$ cat src/design/phb_pkg.sv
`timescale 1ns / 1ps
// ----------------------------------------------------------------------------
// Phase-space histogram binner package
// Shared widths, register indexes and the lane/merge result types.
// ----------------------------------------------------------------------------
package phb_pkg;

    localparam int POSITION_DIMS = 2;
    localparam int VELOCITY_DIMS = 2;
    localparam int TOTAL_DIMS    = POSITION_DIMS + VELOCITY_DIMS;
    localparam int DIM_IDX_W     = $clog2(TOTAL_DIMS);

    localparam int COORD_W  = 16;
    localparam int FIELD_W  = 16;
    localparam int BINS_W   = 8;
    localparam int TIME_W   = 16;
    localparam int CFG_W    = 64;
    localparam int CFG_IDX_W = 3;

    localparam int HIST_DEPTH = 4096;
    localparam int ADDR_W     = $clog2(HIST_DEPTH);
    localparam int COUNT_W    = 32;
    localparam logic [COUNT_W-1:0] COUNT_MAX = '1;

    // time (unsigned) times speed (signed Q8.8), then floor divide by 256
    localparam int WPROD_W = TIME_W + 1 + FIELD_W;
    localparam int FRAC_W  = 8;
    localparam int OFF_W   = WPROD_W - FRAC_W;
    localparam int BOUND_W = OFF_W + 1;
    localparam int DIFF_W  = BOUND_W + 1;
    localparam int MAG_W   = BOUND_W;
    localparam int PROD_W  = MAG_W + FIELD_W;
    localparam int QUOT_W  = PROD_W - FRAC_W;

    typedef enum logic [CFG_IDX_W-1:0] {
        CFG_WIN_START  = 3'd0,
        CFG_WIN_END    = 3'd1,
        CFG_INV_STRIDE = 3'd2,
        CFG_BINS       = 3'd3,
        CFG_INTEGRATE  = 3'd4,
        CFG_SPEED      = 3'd5,
        CFG_TIME       = 3'd6
    } t_cfg_idx;

    localparam logic [31:0] BINS_RESET = 32'h0101_0101;

    typedef struct packed {
        logic              valid;
        logic              in_win;
        logic [BINS_W-1:0] bin;
        logic [BINS_W-1:0] size;
    } t_lane_res;

    typedef struct packed {
        logic              done;
        logic              in_space;
        logic [ADDR_W-1:0] addr;
    } t_merge_res;

endpackage

$ cat src/design/phb_lane.sv
`timescale 1ns / 1ps
// ----------------------------------------------------------------------------
// Dimension lane
// Window test and bin number for one coordinate, four register stages.
// ----------------------------------------------------------------------------
module phb_lane (
    input  logic                                 i_clk,
    input  logic                                 i_rst_n,
    input  logic                                 i_start,
    input  logic signed [phb_pkg::COORD_W-1:0]   i_coord,
    input  logic signed [phb_pkg::FIELD_W-1:0]   i_win_start,
    input  logic signed [phb_pkg::FIELD_W-1:0]   i_win_end,
    input  logic signed [phb_pkg::OFF_W-1:0]     i_offset,
    input  logic        [phb_pkg::FIELD_W-1:0]   i_inv_stride,
    input  logic        [phb_pkg::BINS_W-1:0]    i_bins,
    input  logic                                 i_integ,
    output phb_pkg::t_lane_res                   o_res
);
    import phb_pkg::*;

    // stage 1: moved bounds
    logic                      r1_valid;
    logic signed [BOUND_W-1:0] r1_lo;
    logic signed [BOUND_W-1:0] r1_hi;
    logic signed [BOUND_W-1:0] r1_x;
    // stage 2: window test and distance from the lower bound
    logic                      r2_valid;
    logic                      r2_in;
    logic                      r2_pos;
    logic [MAG_W-1:0]          r2_diff;
    // stage 3: scaled distance
    logic                      r3_valid;
    logic                      r3_in;
    logic                      r3_pos;
    logic [PROD_W-1:0]         r3_prod;
    // stage 4: result
    t_lane_res                 r4_res;

    logic signed [DIFF_W-1:0]  n_diff;
    logic [QUOT_W-1:0]         w_quot;
    logic [BINS_W-1:0]         w_nb;
    logic [BINS_W-1:0]         w_top;
    t_lane_res                 n_res;

    assign n_diff = DIFF_W'(r1_x) - DIFF_W'(r1_lo);
    assign w_quot = r3_prod[PROD_W-1:FRAC_W];
    assign w_nb   = (i_bins == '0) ? BINS_W'(1) : i_bins;
    assign w_top  = w_nb - BINS_W'(1);

    always_comb begin
        n_res.valid  = r3_valid;
        n_res.in_win = r3_in;
        if (i_integ) begin
            n_res.size = BINS_W'(1);
            n_res.bin  = '0;
        end else begin
            n_res.size = w_nb;
            if (!r3_pos) begin
                n_res.bin = '0;
            end else if (w_quot > QUOT_W'(w_top)) begin
                n_res.bin = w_top;
            end else begin
                n_res.bin = w_quot[BINS_W-1:0];
            end
        end
    end

    always_ff @(posedge i_clk) begin
        if (!i_rst_n) begin
            r1_valid <= 1'b0;
            r2_valid <= 1'b0;
            r3_valid <= 1'b0;
            r4_res   <= '0;
        end else begin
            r1_valid     <= i_start;
            r2_valid     <= r1_valid;
            r3_valid     <= r2_valid;
            if (r3_valid) begin
                r4_res <= n_res;
            end else begin
                r4_res.valid <= 1'b0;
            end
        end
        if (i_start) begin
            r1_lo <= BOUND_W'(i_win_start) + BOUND_W'(i_offset);
            r1_hi <= BOUND_W'(i_win_end) + BOUND_W'(i_offset);
            r1_x  <= BOUND_W'(i_coord);
        end
        if (r1_valid) begin
            // an empty-width window lets everything through
            r2_in   <= (r1_x >= r1_lo && r1_x < r1_hi) || (r1_lo == r1_hi);
            r2_pos  <= !n_diff[DIFF_W-1] && (n_diff != '0);
            r2_diff <= n_diff[MAG_W-1:0];
        end
        if (r2_valid) begin
            r3_in   <= r2_in;
            r3_pos  <= r2_pos;
            r3_prod <= PROD_W'(r2_diff) * PROD_W'(i_inv_stride);
        end
    end

    assign o_res = r4_res;

endmodule

$ cat config.mk
export PLATFORM = sky130hd
export DESIGN_NAME = phb_lane
export DESIGN_NICKNAME = d
export VERILOG_FILES = /design/src/design/phb_pkg.sv /design/src/design/phb_lane.sv
export SDC_FILE = /design/constraint.sdc
export NUM_CORES = 1
export LEC_CHECK = 0
export BUFFER_PORTS_ARGS = -buffer_cell sky130_fd_sc_hd__buf_2
export CAP_MARGIN = 40
export CORE_MARGIN = 10
export CORE_UTILIZATION = 35
export DETAILED_ROUTE_END_ITERATION = 10
export GPL_TIMING_DRIVEN = 0
export PLACE_DENSITY = 0.53
export SLEW_MARGIN = 20
export SYNTH_ARGS = -nofsm -noshare
export SYNTH_HDL_FRONTEND = slang
export SYNTH_SLANG_ARGS = --single-unit
$ cat constraint.sdc
create_clock -name i_clk -period 15.2 [get_ports i_clk]
set_input_delay 2.28 -clock i_clk [delete_from_list [all_inputs] [get_ports i_clk]]
set_output_delay 2.28 -clock i_clk [all_outputs]
set_load 0.05 [all_outputs]
Word level (Yosys, flattened, before mapping). Cells that the tools add are included.

Register bits: 161. Output and inout bits: 18. Logic and storage cells: 36.

$add $sub $neg: 4. $mul: 1. $lt $le $gt $ge: 3. Equal/unequal tests: 1. Multiplexer cells: 5. Reductions and logical operators: 6.

Operators by type and width (number): 16-bit by 25-bit adder with 26-bit output (2); 26-bit by 16-bit multiplier with 42-bit output (1); 34-bit by 8-bit greater-than comparator with 1-bit output (1); 27-bit nonzero test (1); 16-bit by 26-bit subtractor with 27-bit output (1); 26-bit equality test (1); 16-bit by 26-bit >= comparator with 1-bit output (1); 16-bit by 26-bit less-than comparator with 1-bit output (1); 8-bit two-way mux (3); 16-bit two-way mux (1); 8-bit logical NOT (1); 8-bit by 1-bit subtractor with 8-bit output, second input constant (1); 1-bit logical AND (2); 1-bit logical NOT (1); 1-bit logical OR (1); 1-bit two-way mux (1).

Logic depth before layout (Yosys ltp).
Depth in word-level cells: 7. Depth in mapped cells: 25. Gate-level depth less buffers: 24.

Worst setup path after synthesis. Ideal clock, no wire load.

Kind: in2reg. Start: input i_inv_stride[7] in the netlist's numbering. End: register r3_prod[41], data pin. Library setup time: 0.260 ns. Data arrival time: 8.216 ns. Path slack: 6.724 ns. Cell stages on the path: 25. Buffers on the path: 2. Path through: clkbuf_1 -> clkbuf_1 -> nand2_1 -> fa_1 -> inv_1 -> fa_1 -> inv_1 -> fa_1 -> inv_1 -> fa_1 -> fa_1 -> inv_1 -> fa_1 -> inv_1 -> ha_1 -> a211oi_1 -> nor2_1 -> nor4_1 -> o21bai_1 -> a221oi_4 -> a2111oi_2 -> a2111oi_4 -> o311ai_2 -> a21oi_2 -> xnor2_1.

Cells in the longest elaborated chain, start to end: 1.

RTL lines: start, declared (line phb_lane.sv:14) `input logic [phb_pkg::FIELD_W-1:0] i_inv_stride,`; 26-bit by 16-bit multiplier with 42-bit output (line phb_lane.sv:98) `r3_prod <= PROD_W'(r2_diff) * PROD_W'(i_inv_stride);`; end signal, assigned (line phb_lane.sv:98); end, declared (line phb_lane.sv:35) `logic [PROD_W-1:0] r3_prod;`.

Every way passes these cells. A chain may end at the register's enable or synchronous reset.

Final worst setup path.
Start: input i_inv_stride[8] in the netlist's numbering. End: register r3_prod[41], data pin.

Same word-level chain as after synthesis.

==> results.yml <==
run_status:
  outcome: "finished, final reports clean"
timing:
  min_period_ps: 9397
  clock_skew_ps: 15.10
  drv_slew: 0
  rsz0062_at_grt: "false"
  maxSlewHeadroom: 0.4201
  fin_tns_setup_ps: 0
  finalCritPeriodShare: 0.6182
  worst_slew_pin_slew_ps: 869.9
  final_hold_viol_count: 0
  max_freq_mhz: 106.4
  setup_viol: 0
floorplanning:
  io-pin-count: 119
  die_h_microns: 273.8
  core_area_sq_um: 63430
  fp.dieW_microns: 273.8
  core.rowCount: 92
  dieArea_sq_um: 74970
  initial_core_util: 0.3555
clock_network:
  htreeDepth: 4
  ctsResizeCount: 0
  cts_tree: "yes"
  cts_buffers: 17
  cts_root_buf: "clkbuf_16"
  insertion_delay_ps: 480
  clock_path_buffers: 2
  cts_setup_buffers: 0
  clk_pin_slew_ps: 70
  cts.sink_count: 153
  holdBufCountCts: 0
finish:
  multi_input_area_sq_um: 16130
  ff_latch_area_sq_um: 4387
  area_growth_pct: 10.06
  final_layout_size_suffix_gt1_frac: 0.07015
  nets: 3168
  num-fill-cells: 6322
logic_synthesis:
  synth_area_sq_um: 22550
  synth_common_cells: "inv_1 (473), fa_1 (336), nand2_1 (277)"
  ys_warn_count: 0
  yosys.cell_count.top_type: "inv_1"
  synthTopCellsByArea: "fa_1 (30%), edfxtp_1 (18%), ha_1 (12%)"
  syn-num-nets: 3032
  synth_flop_cell: "edfxtp_1"
  ys_seq_area_frac: 0.1944
  synth_top_area_frac: 0.2983
  synth_edf_count: 132
  yosysTopAreaCell: "fa_1"
  synth-seq-cells: 153
  async_flop_share: 0
  avgSynthCellArea_sq_um: 9.498
  synthDistinctLibCells: 74
  syn_inst: 2374
worst_setup_path:
  crit_path_max_fanout: 10
  crit_path_end_kind: "register"
  cp-start-kind: "primary input"
  crit_required_ps: 15460
  criticalPathCategory: "primary input to register"
  arrival_ps: 9660
global_routing:
  grt_first_pass_wirelength_microns: 99220
  grt_usage: 0.1722
  first_global_vias: 18184
  antenna_found_initial: 3
  grt_max_degree: 70
  overflow: 0
routing:
  num_vias: 16673
  wl_microns: 62910
  drt_pass1_iterations: 5
  detail_route.wl_per_cell_microns: 18.66
  ant_nets: 0
  dr.first_iter.drc_count: 744
  vias_per_cell: 4.946
  drcViolationCount: 0
placed_design:
  gp_congestion: 0.9069
  place_hpwl_microns: 52900
  portBuffers: 115
run:
  drv_cap: 0
hold_path:
  hold_class: "register to register"
==> logic make-up after synthesis <==
| logic type | share of synthesized area |
|---|---|
| adder cells (fa/ha/maj) | 0.4210 |
| flip-flops | 0.1944 |
| AO/OA/AOI/OAI | 0.08307 |
| AND/OR/NAND/NOR | 0.1596 |
| buffers and inverters | 0.09023 |
| multiplexers | 0.004661 |
| XOR/XNOR | 0.04700 |
==> final timing paths <==
kind / end / slack (ps) / depth (start not counted) / from
max: r3_prod[41] / 5800 / 25 / i_inv_stride[8]
min: r3_pos / 440 / 0 / r2_pos
max reg2reg: r3_prod[41] / 7300 / 22 / r2_diff[9]
min reg2reg: r3_pos / 440 / 0 / r2_pos
==> layout by cell type, fill, tap and decap left out, types with 19 or more instances in the layout <==
cell type / n
xnor2_1: 92
o21a_1: 21
and2_1: 195
a21oi_1: 69
nor2_1: 74
nand4_1: 22
inv_1: 473
clkbuf_1: 68
edfxtp_1: 132
o21ai_0: 49
nor3_1: 25
nand2_1: 277
a21o_1: 33
nand3_1: 24
nor2b_1: 40
ha_1: 221
fa_1: 336
dfxtp_1: 19
xor2_1: 29
buf_2: 114
==> area by class of cell <==
type,count,share of cell area
Multi-Input combinational cell,1679,0.6499
Clock inverter,15,0.006101
Inverter,473,0.07154
Antenna cell,2,0.0002017
Sequential cell,153,0.1768
Clock buffer,17,0.01714
Tap cell,846,0.04265
Timing Repair Buffer,117,0.02521
Buffer,69,0.01044
==> flip-flops by register name, summed over array words and instances (netlist names), 16 cells and up <==
signal	count
o_res	18
r1_hi	26
r2_diff	26
r1_lo	26
r3_prod	34
r1_x	16
==> critical path, stage by stage <==
cell	delay, ps
clkbuf_1	520
clkbuf_1	620
nand2_1	160
fa_1	540
inv_1	50
fa_1	490
inv_1	60
fa_1	540
inv_1	60
fa_1	390
fa_1	520
inv_1	60
fa_1	470
inv_1	50
ha_1	340
a211oi_1	110
nor2_1	120
nor4_1	60
o21bai_1	290
a221oi_4	170
a2111oi_2	700
a2111oi_4	200
o311ai_2	440
a21oi_2	110
xnor2_1	310
==> per-layer routing <==
layer | track usage | part of all wire | wire length [microns] | vias up
met2 | 0.3132 | 0.53 | 33140 | 386
met5 | 0 | 0 | 0 | -
met1 | 0.1967 | 0.40 | 24940 | 8348
met4 | 0.07037 | 0.036 | 2240 | 0
li1 | - | - | - | 7836
met3 | 0.02847 | 0.041 | 2590 | 103
==> through the flow <==
step	hold slack (ps)	instances	util	instance area [sq um]	setup slack, ps
2_1_floorplan	400.3	2374	-	22550	6724
3_3_place_gp	415.8	3335	0.3813	24180	5376
3_5_place_dp	429.5	3335	0.3813	24190	5296
4_1_cts	445.4	3367	0.3904	24760	5813
5_1_grt	449.6	3370	0.3912	24810	5476
6_report	441.1	3371	0.3913	24820	5803
Power is left out: the tool's default activity adds up to more than one toggle a clock period on the data nets, which glitch-free logic cannot reach.
