<file path="src/design/phb_pkg.sv">
`timescale 1ns / 1ps
// ----------------------------------------------------------------------------
// Phase-space histogram binner package
// Shared widths, register indexes and the lane/merge result types.
// ----------------------------------------------------------------------------
package phb_pkg;

    localparam int POSITION_DIMS = 2;
    localparam int VELOCITY_DIMS = 2;
    localparam int TOTAL_DIMS    = POSITION_DIMS + VELOCITY_DIMS;
    localparam int DIM_IDX_W     = $clog2(TOTAL_DIMS);

    localparam int COORD_W  = 16;
    localparam int FIELD_W  = 16;
    localparam int BINS_W   = 8;
    localparam int TIME_W   = 16;
    localparam int CFG_W    = 64;
    localparam int CFG_IDX_W = 3;

    localparam int HIST_DEPTH = 4096;
    localparam int ADDR_W     = $clog2(HIST_DEPTH);
    localparam int COUNT_W    = 32;
    localparam logic [COUNT_W-1:0] COUNT_MAX = '1;

    // time (unsigned) times speed (signed Q8.8), then floor divide by 256
    localparam int WPROD_W = TIME_W + 1 + FIELD_W;
    localparam int FRAC_W  = 8;
    localparam int OFF_W   = WPROD_W - FRAC_W;
    localparam int BOUND_W = OFF_W + 1;
    localparam int DIFF_W  = BOUND_W + 1;
    localparam int MAG_W   = BOUND_W;
    localparam int PROD_W  = MAG_W + FIELD_W;
    localparam int QUOT_W  = PROD_W - FRAC_W;

    typedef enum logic [CFG_IDX_W-1:0] {
        CFG_WIN_START  = 3'd0,
        CFG_WIN_END    = 3'd1,
        CFG_INV_STRIDE = 3'd2,
        CFG_BINS       = 3'd3,
        CFG_INTEGRATE  = 3'd4,
        CFG_SPEED      = 3'd5,
        CFG_TIME       = 3'd6
    } t_cfg_idx;

    localparam logic [31:0] BINS_RESET = 32'h0101_0101;

    typedef struct packed {
        logic              valid;
        logic              in_win;
        logic [BINS_W-1:0] bin;
        logic [BINS_W-1:0] size;
    } t_lane_res;

    typedef struct packed {
        logic              done;
        logic              in_space;
        logic [ADDR_W-1:0] addr;
    } t_merge_res;

endpackage

</file>
<file path="src/design/phb_merge.sv">
`timescale 1ns / 1ps
// ----------------------------------------------------------------------------
// Lane merge
// Folds the lane bins into a row-major address, one dimension per cycle.
// ----------------------------------------------------------------------------
module phb_merge (
    input  logic                i_clk,
    input  logic                i_rst_n,
    input  phb_pkg::t_lane_res  i_res [phb_pkg::TOTAL_DIMS],
    output phb_pkg::t_merge_res o_res
);
    import phb_pkg::*;

    localparam logic [DIM_IDX_W-1:0] LAST_DIM = DIM_IDX_W'(TOTAL_DIMS - 1);
    localparam int MAC_W = ADDR_W + BINS_W + 1;

    logic                 r_busy;
    logic                 r_done;
    logic                 r_in;
    logic [DIM_IDX_W-1:0] r_idx;
    logic [ADDR_W-1:0]    r_addr;

    logic                 w_all_in;
    t_lane_res            w_cur;
    logic [MAC_W-1:0]     n_mac;

    always_comb begin
        w_all_in = 1'b1;
        for (int d = 0; d < TOTAL_DIMS; d++) begin
            w_all_in = w_all_in & i_res[d].in_win;
        end
    end

    assign w_cur = i_res[r_idx];
    assign n_mac = MAC_W'(r_addr) * MAC_W'(w_cur.size) + MAC_W'(w_cur.bin);

    always_ff @(posedge i_clk) begin
        if (!i_rst_n) begin
            r_busy <= 1'b0;
            r_done <= 1'b0;
        end else begin
            r_done <= !i_res[0].valid && r_busy && (r_idx == LAST_DIM);
            if (i_res[0].valid) begin
                r_busy <= 1'b1;
                r_idx  <= '0;
                r_addr <= '0;
                r_in   <= w_all_in;
            end else if (r_busy) begin
                // reduce modulo the histogram depth as each dimension folds in
                r_addr <= n_mac[ADDR_W-1:0];
                r_idx  <= r_idx + DIM_IDX_W'(1);
                if (r_idx == LAST_DIM) begin
                    r_busy <= 1'b0;
                end
            end
        end
    end

    assign o_res.done     = r_done;
    assign o_res.in_space = r_in;
    assign o_res.addr     = r_addr;

endmodule

</file>
<file path="config.mk">
export PLATFORM = sky130hd
export DESIGN_NAME = phb_merge
export DESIGN_NICKNAME = d
export VERILOG_FILES = /design/src/design/phb_pkg.sv /design/src/design/phb_merge.sv
export SDC_FILE = /design/constraint.sdc
export NUM_CORES = 1
export LEC_CHECK = 0
export BUFFER_PORTS_ARGS = -buffer_cell sky130_fd_sc_hd__buf_2
export CAP_MARGIN = 10
export CORE_ASPECT_RATIO = 2
export CORE_MARGIN = 4
export CORE_UTILIZATION = 49
export DETAILED_ROUTE_END_ITERATION = 10
export PLACE_DENSITY = 0.79
export SYNTH_ARGS = -nofsm -noshare
export SYNTH_HDL_FRONTEND = slang
export SYNTH_SLANG_ARGS = --single-unit
</file>
<file path="constraint.sdc">
create_clock -name i_clk -period 4.8 [get_ports i_clk]
set_input_delay 0.48 -clock i_clk [delete_from_list [all_inputs] [get_ports i_clk]]
set_output_delay 0.48 -clock i_clk [all_outputs]
set_load 0.02 [all_outputs]
</file>
# Word level (Yosys, flattened, before mapping)
# Cells that the tools add are included.
# word_totals
ff_bits,17
out_inout_bits,14
# op_classes
n_reduce_logical,6
mux,8
bitwise_logic,4
n_mul,1
eq_ne,1
addsub,2
n_lt_le_gt_ge,1
# ops
operator,count
$bmux W18 S2,1
$mux W16,2
$add A12 B8 Y12,1
$mul A12 B8 Y12,1
$mux W12,1
$reduce_and A2 Y1,2
$and A1 B1 Y1,3
$ge A3 B3 Y1 const B,1
$mux W1,3
$not A2 Y3,1
$add A2 B1 Y2 const B,1
$eq A2 B2 Y1 const B,1
$logic_and A1 B1 Y1,2
$mux W2,1
$reduce_bool A2 Y1,1
$logic_not A1 Y1,1

# Longest topological paths before layout
# Gate-level depths: netlist (run 1).
# depth
ltp_word,7
ltp_mapped,21
depth_no_buf,19

# Worst setup path after synthesis (run 1)
# OpenSTA, ideal clock, no wires.
# synth_path
path_kind,reg2reg
from,reg r_idx[0]
to,reg r_addr[11] (data pin)
setup_time_ns,0.139
period_less_slack_ns,4.936
stages_incl_launch_ff,18
required_time_ns,4.661
t_arrival_ns,4.796
slack_ns,-0.136
path_cell_list,edfxtp_1 buf_6 buf_6 mux4_2 and2_1 fa_1 fa_1 fa_1 inv_1 fa_1 inv_1 ha_1 o21a_1 o21ai_0 nand2b_1 o41ai_1 xnor3_1 nor2_1
# synth_between
elab_chain_cells,7
# synth_lines
element,line,text
start: declaration,phb_merge.sv:20,logic [DIM_IDX_W-1:0] r_idx;
start signal: assignment,phb_merge.sv:51,r_idx <= r_idx + DIM_IDX_W'(1);
$not A2 Y3 (not written as such) (*),phb_merge.sv:34,assign w_cur = i_res[r_idx];
$bmux W18 S2 (*),phb_merge.sv:34,
$mux W16 (not written as such) (*) (2 in series),phb_merge.sv:34,
$mul A12 B8 Y12,phb_merge.sv:35,assign n_mac = MAC_W'(r_addr) * MAC_W'(w_cur.size) + MAC_W'(w_cur.bin);
$add A12 B8 Y12 (*),phb_merge.sv:35,
$mux W12 (*),phb_merge.sv:48,end else if (r_busy) begin
end signal: assignment,phb_merge.sv:50,r_addr <= n_mac[ADDR_W-1:0];
end: declaration,phb_merge.sv:21,logic [ADDR_W-1:0] r_addr;
# Mark *: on every way between the ends. The rest lies on a longest branch, timed or not. The select of a mux whose other input is x is not followed.
# A chain may end at the register's enable or synchronous reset.

# Worst setup path after layout (run 1)
# Ends and elaborated chain as after synthesis.

==> run metrics, run 1 <==
Routed WL=8260 um; Die Ht=121 um; r2r startpoint=r_idx[0]$_SDFFCE_PP0P_; vias in the first global route=2990; number of nets with antenna violations after routing=0; Fin. Hold Viols=0; 1st-iter DRT viols=134; status=finished with violations; DR vias=2593; clock tree buffer depth=2; largest net degree at the start of global routing=19; Vias/cell=5.04; std cell rows=41; hold_sp=i_rst_n; Final setup viols=1; I/O pin count=88; non-filler cells, final=514; synth top area cells=fa_1 27%, edfxtp_1 14%, mux4_2 10%; Final nets=571; Top delay family on crit path=adder cells; WL/cell=16.1 um; FILL cells=531; clock root buffer master=clkbuf_16; most frequent cells in the layout=84 x buf_2, 73 x inv_1, 43 x fa_1; Core Region=6260 sq um; Yosys top cell by area=fa_1; Final Critical Period=4890 ps; first-pass GRT wire length=13500 um; hold crit path type=in -> reg; placed insts=504; Max FO, Critical Path=7; RSZ-0062 raised after global routing=yes; sequential area share after synthesis=15.7%; Crit Path Class=reg -> reg; hold_buf cts=0; detailed-route DRC error count=0; syn avg cell area=10.0 sq um; share of layout cells above drive strength 1=37.6%; fin crit share=102%; Critical Path Source=r_idx[0]$_SDFFCE_PP0P_; synth warn=0; slowest CP cell=fa_1; DP HPWL=6800 um; max-slew violations=0; CP Data Arrival Time=4880 ps; Die Wd=64.5 um; worst relative slew slack=59.1%; Cell variety after synth=32; Synth Flop Type=edfxtp_1; Worst Skew=1.21 ps; syn_nets=454; Post-synth EDFFs=15; Worst EP required=4780 ps; Clock Sinks=17; Buf+Inv Stages, Crit Path=5; n_diodes=0; Slew @ Worst Pin=614 ps; CP dominant cell by count=fa_1; post-synth top area share=27.5%; worst path cell trace=buf_12 > mux4_2 > buf_4 > and2_1 > fa_1 > inv_1 > fa_1 > fa_1 > fa_1 > inv_1 > ha_1 > o21ai_1 > nand2b_1 > o41ai_2 > buf_4 > xnor3_1 > nor2_1; GRT Overall Usage=22.6%; CTS H-tree depth=1; area delta synth->final=29.2%; die area=7810 sq um; antenna violations before repair=0; initial core utilization=50.0%; latest clock arrival within the worst-skew pair=240 ps; fin util=64.6%; CTS tree=yes; port buffer count=84; CTS clock-pin slew for the worst setup and hold paths=50 ps; failing checks=setup timing; CP Launch Type=register; fin worst setup slack=-92.3 ps; Num CTS Buffers=3; Max Cap Viol=0; Setup crit end kind=register; Worst path max stage delay=570 ps; Seq cells post-synth=17; global placer's final weighted congestion=0.912; grt total ovfl=0; DRT Pass-1 Iters=4; Synth async-reset ratio=0%; Post-Place Worst Slack=-204 ps; post-synthesis instance total=312; most common cell after layout, fill and taps aside=buf_2; f_max=204 MHz; Synth Cell Area=3130 sq um
[path summary, 6_finish.rpt]
path | to | slack (ps) | depth (start not counted)
max | r_addr[11]$_SDFFCE_PP0P_ | -90 | 17
min | r_busy$_SDFF_PN0_ | 480 | 2
max reg2reg | r_addr[11]$_SDFFCE_PP0P_ | -90 | 17
min reg2reg | r_done$_SDFF_PN0_ | 520 | 1
[cell type report]
type	count	area, sq um	share of cell area, %
Multi-Input combinational cell	208	2340	57.9
Tap cell	86	108	2.66
Inverter	77	289	7.15
Clock buffer	4	78.8	1.95
Sequential cell	17	490	12.1
Timing Repair Buffer	122	737	18.2
[registers in the layout, indices dropped and copies added (netlist names)]
signal / flops
r_busy: 1
r_addr: 12
r_done: 1
r_idx: 2
r_in: 1
[per-stage QoR]
step / cell area, sq um / setup TNS, ps / hold WS [ps]
floorplan: 3130 / 0 / 499
CTS: 4010 / -53.9 / 481
detailed placement: 3850 / -338 / 523
finish: 4050 / -92.3 / 482
global placement: 3850 / -220 / 505
global route: 4050 / -764 / 505
[synth_stat cells, types with 2 or more instances]
cell      count
a21o_1        2
a21oi_1       4
and2_1       28
and2_2        3
buf_2         2
buf_4         2
buf_6         2
clkbuf_1      4
dfxtp_1       2
edfxtp_1     15
fa_1         43
ha_1         25
inv_1        77
mux4_1        2
mux4_2       14
nand2_1      37
nand2b_1      2
nor2_1        8
nor2b_1       8
o21a_1        3
o21ai_0       3
xnor2_1      12
xor2_1        5
[layer usage]
metal,routed length [um],global-route usage [%],vias up
met1,2620,23.7,1289
li1,-,-,1191
met5,0,0,-
met2,4900,43.1,82
met3,300,1.95,31
met4,438,11.9,0
[kinds of logic after synthesis]
family / count (synthesis) / synth area share (%)
simple gates: 91 / 15.0
buf+inv: 87 / 11.2
fa+ha+maj: 68 / 37.5
xor+xnor: 19 / 6.00
flops: 17 / 15.7
mux: 16 / 11.8
compound gates: 14 / 2.84
[worst reg2reg max path, stage by stage, from the launching register on]
cell	delay [ps]
edfxtp_1	400
buf_12	150
mux4_2	570
buf_4	180
and2_1	170
fa_1	540
inv_1	50
fa_1	470
fa_1	540
fa_1	580
inv_1	60
ha_1	310
o21ai_1	80
nand2b_1	110
o41ai_2	80
buf_4	130
xnor3_1	180
nor2_1	40
[repair_timing]
item	in CTS	in global routing
setup buffers	6	0
gates resized for setup	17	8
pin swaps	7	4
setup endpoints to repair	3	4
Power of run 1 is left out: the tool's default activity adds up to more than one toggle a clock period on the data nets, which glitch-free logic cannot reach.
==> run 2, diff against run 1 <==
Settings changed: CORE_UTILIZATION 49 to 55, PLACE_DENSITY 0.79 to 0.84.
Clock period 4.8 ns to 6.34 ns, I/O delays scaled along.
==> run 2 against run 1 <==
The run now ends clean; non-clock buffer count is 35 lower; global-route usage is 0.93 points higher; hold slack better by 46 ps; clock skew is 2.4 ps higher; clock-buffer cell count stayed put; final cell count is 12% lower; sequential share of layout area is 1.4 points higher; core utilization is 1.8 points higher; setup slack better by 890 ps; register-to-register slack better by 890 ps; critical path type unchanged; critical endpoint unchanged.
==> run metrics, run 2 (synthesis results as in run 1) <==
FILL cells=460 (-13%); total length of routed met2 wires=4590 um (-6.3%); Max FO, Critical Path=12 (+5); global placer's final weighted congestion=0.919 (+0.79%); placed insts=449 (-11%); clock tree buffer depth=2 (unchanged); status=finished clean; hold_buf cts=0 (unchanged); most common cell after layout, fill and taps aside=buf_2; share of layout cells above drive strength 1=28.0% (-9.6 points); worst hold endpoint=r_done$_SDFF_PN0_; CP Data Arrival Time=5650 ps (+770 ps); f_max=181 MHz (-12%); number of nets with antenna violations after routing=0 (unchanged); Worst EP required=6450 ps (+1670 ps); detailed-route DRC error count=0 (unchanged); Vias/cell=5.47 (+8.3%); Worst R2R End=r_addr[11]$_SDFFCE_PP0P_; most frequent cells in the layout=84 x buf_2, 77 x inv_1, 43 x fa_1; n_diodes=0 (unchanged); Final nets=536 (-6.1%); hold crit path type=reg -> reg; CTS tree=yes; Core Region=5470 sq um (-13%); r2r startpoint=r_idx[0]$_SDFFCE_PP0P_; Post-CTS Repair Setup Buffers=0 (-6); Met1 Routed Length=2520 um (-4.0%); WL met3=281 um (-6.3%); hold_sp=r_busy$_SDFF_PN0_; GRT Overall Usage=23.5% (+0.93 points); largest register by flop count=r_addr; Top Metal Used=met4; Max Cap Viol=0 (unchanged); Final Critical Period=5540 ps (+647 ps); Die Ht=115 um (-5.2%); Min-Delay Path Depth=1 (-1); CTS clock-pin slew for the worst setup and hold paths=70 ps (+20 ps); DRT Pass-1 Iters=4 (unchanged); Largest regs=r_addr (12), r_idx (2); Slew @ Worst Pin=626 ps (+11.7 ps); largest net degree at the start of global routing=19 (unchanged); RSZ-0062 raised after global routing=no; Fin. Hold Viols=0 (unchanged); CTS H-tree depth=1 (unchanged); die area=7040 sq um (-9.9%); Largest register FFs=12 (unchanged); Num CTS Buffers=3 (unchanged); Final setup viols=0 (-1); I/O pin count=88 (unchanged); Routed WL=7660 um (-7.2%); Worst Skew=3.56 ps (+2.35 ps); final setup TNS=0 ps (+92.3 ps); max-slew violations=0 (unchanged); CP Launch Type=register; non-filler cells, final=453 (-12%); area delta synth->final=16.0%; Crit Path Class=reg -> reg; cts repair resizes=0 (-17); Reg2Reg Setup Slack=800 ps (+890 ps); Setup crit end kind=register; fin crit share=87.4% (-15 points); clock root buffer master=clkbuf_8; grt total ovfl=0 (unchanged); cells on worst reg2reg path=17 (unchanged); latest clock arrival within the worst-skew pair=250 ps (about the same); 1st-iter DRT viols=81 (-40%); port buffer count=84 (unchanged); Die Wd=61.3 um (-4.9%); worst relative slew slack=58.3% (-0.78 points); std cell rows=38 (-7.3%); Clock Sinks=17 (unchanged); initial core utilization=57.3% (+7.2 points); DR vias=2476 (-4.5%); vias in the first global route=2739 (-8.4%); antenna violations before repair=0 (unchanged); DP HPWL=6580 um (-3.2%); first-pass GRT wire length=12300 um (-9.1%); WL/cell=16.9 um (+5.3%)
## run 2: layout make-up
cell class	instances	area (sq um)	area share, %
clock buffer	4	45.0	1.24
timing repair buffer	87	443	12.2
tap	60	75.1	2.07
sequential	17	490	13.5
multi-input combinational	208	2290	63.0
inverter	77	289	7.96
## run 2: routing by layer
metal | up-vias | GRT usage (%)
met5 | - | 0
li1 | 1124 | -
met2 | 79 | 44.2
met1 | 1244 | 25.1
met3 | 29 | 2.82
met4 | 0 | 9.07
## run 2: worst max-delay path by stage
stage | from | end | slack [ps] | cells after the start
floorplan | r_idx[0]$_SDFFCE_PP0P_ | r_addr[11]$_SDFFCE_PP0P_ | 1400 | 17
global placement | r_idx[0]$_SDFFCE_PP0P_ | r_addr[11]$_SDFFCE_PP0P_ | 910 | 17
detailed placement | r_idx[0]$_SDFFCE_PP0P_ | r_addr[11]$_SDFFCE_PP0P_ | 880 | 16
CTS | r_idx[0]$_SDFFCE_PP0P_ | r_addr[11]$_SDFFCE_PP0P_ | 820 | 17
global route | r_idx[0]$_SDFFCE_PP0P_ | r_addr[11]$_SDFFCE_PP0P_ | 560 | 17
finish | r_idx[0]$_SDFFCE_PP0P_ | r_addr[11]$_SDFFCE_PP0P_ | 800 | 17
## run 2: critical path, cell delays in order, from the launching register on
cell and delay (ps):
edfxtp_1 660, mux4_1 880, nand2_1 190, fa_1 440
inv_1 130, fa_1 440, ha_1 300, inv_1 50
fa_1 480, inv_1 40, ha_1 300, nor2b_1 160
o21ai_0 140, nand2b_1 110, a21o_1 230, o41ai_1 310
xnor3_1 460, nor2_1 90
## run 2: stage by stage
step	worst slack (ps)	utilization, %	hold WS, ps	area [sq um]
after floorplan	1400	-	499	3130
final	800	66.4	527	3630
after global routing	559	66.4	545	3630
after detailed placement	877	65.6	518	3590
after global placement	913	65.6	508	3590
after CTS	825	66.4	529	3630
Power of run 2 is left out for the same reason.
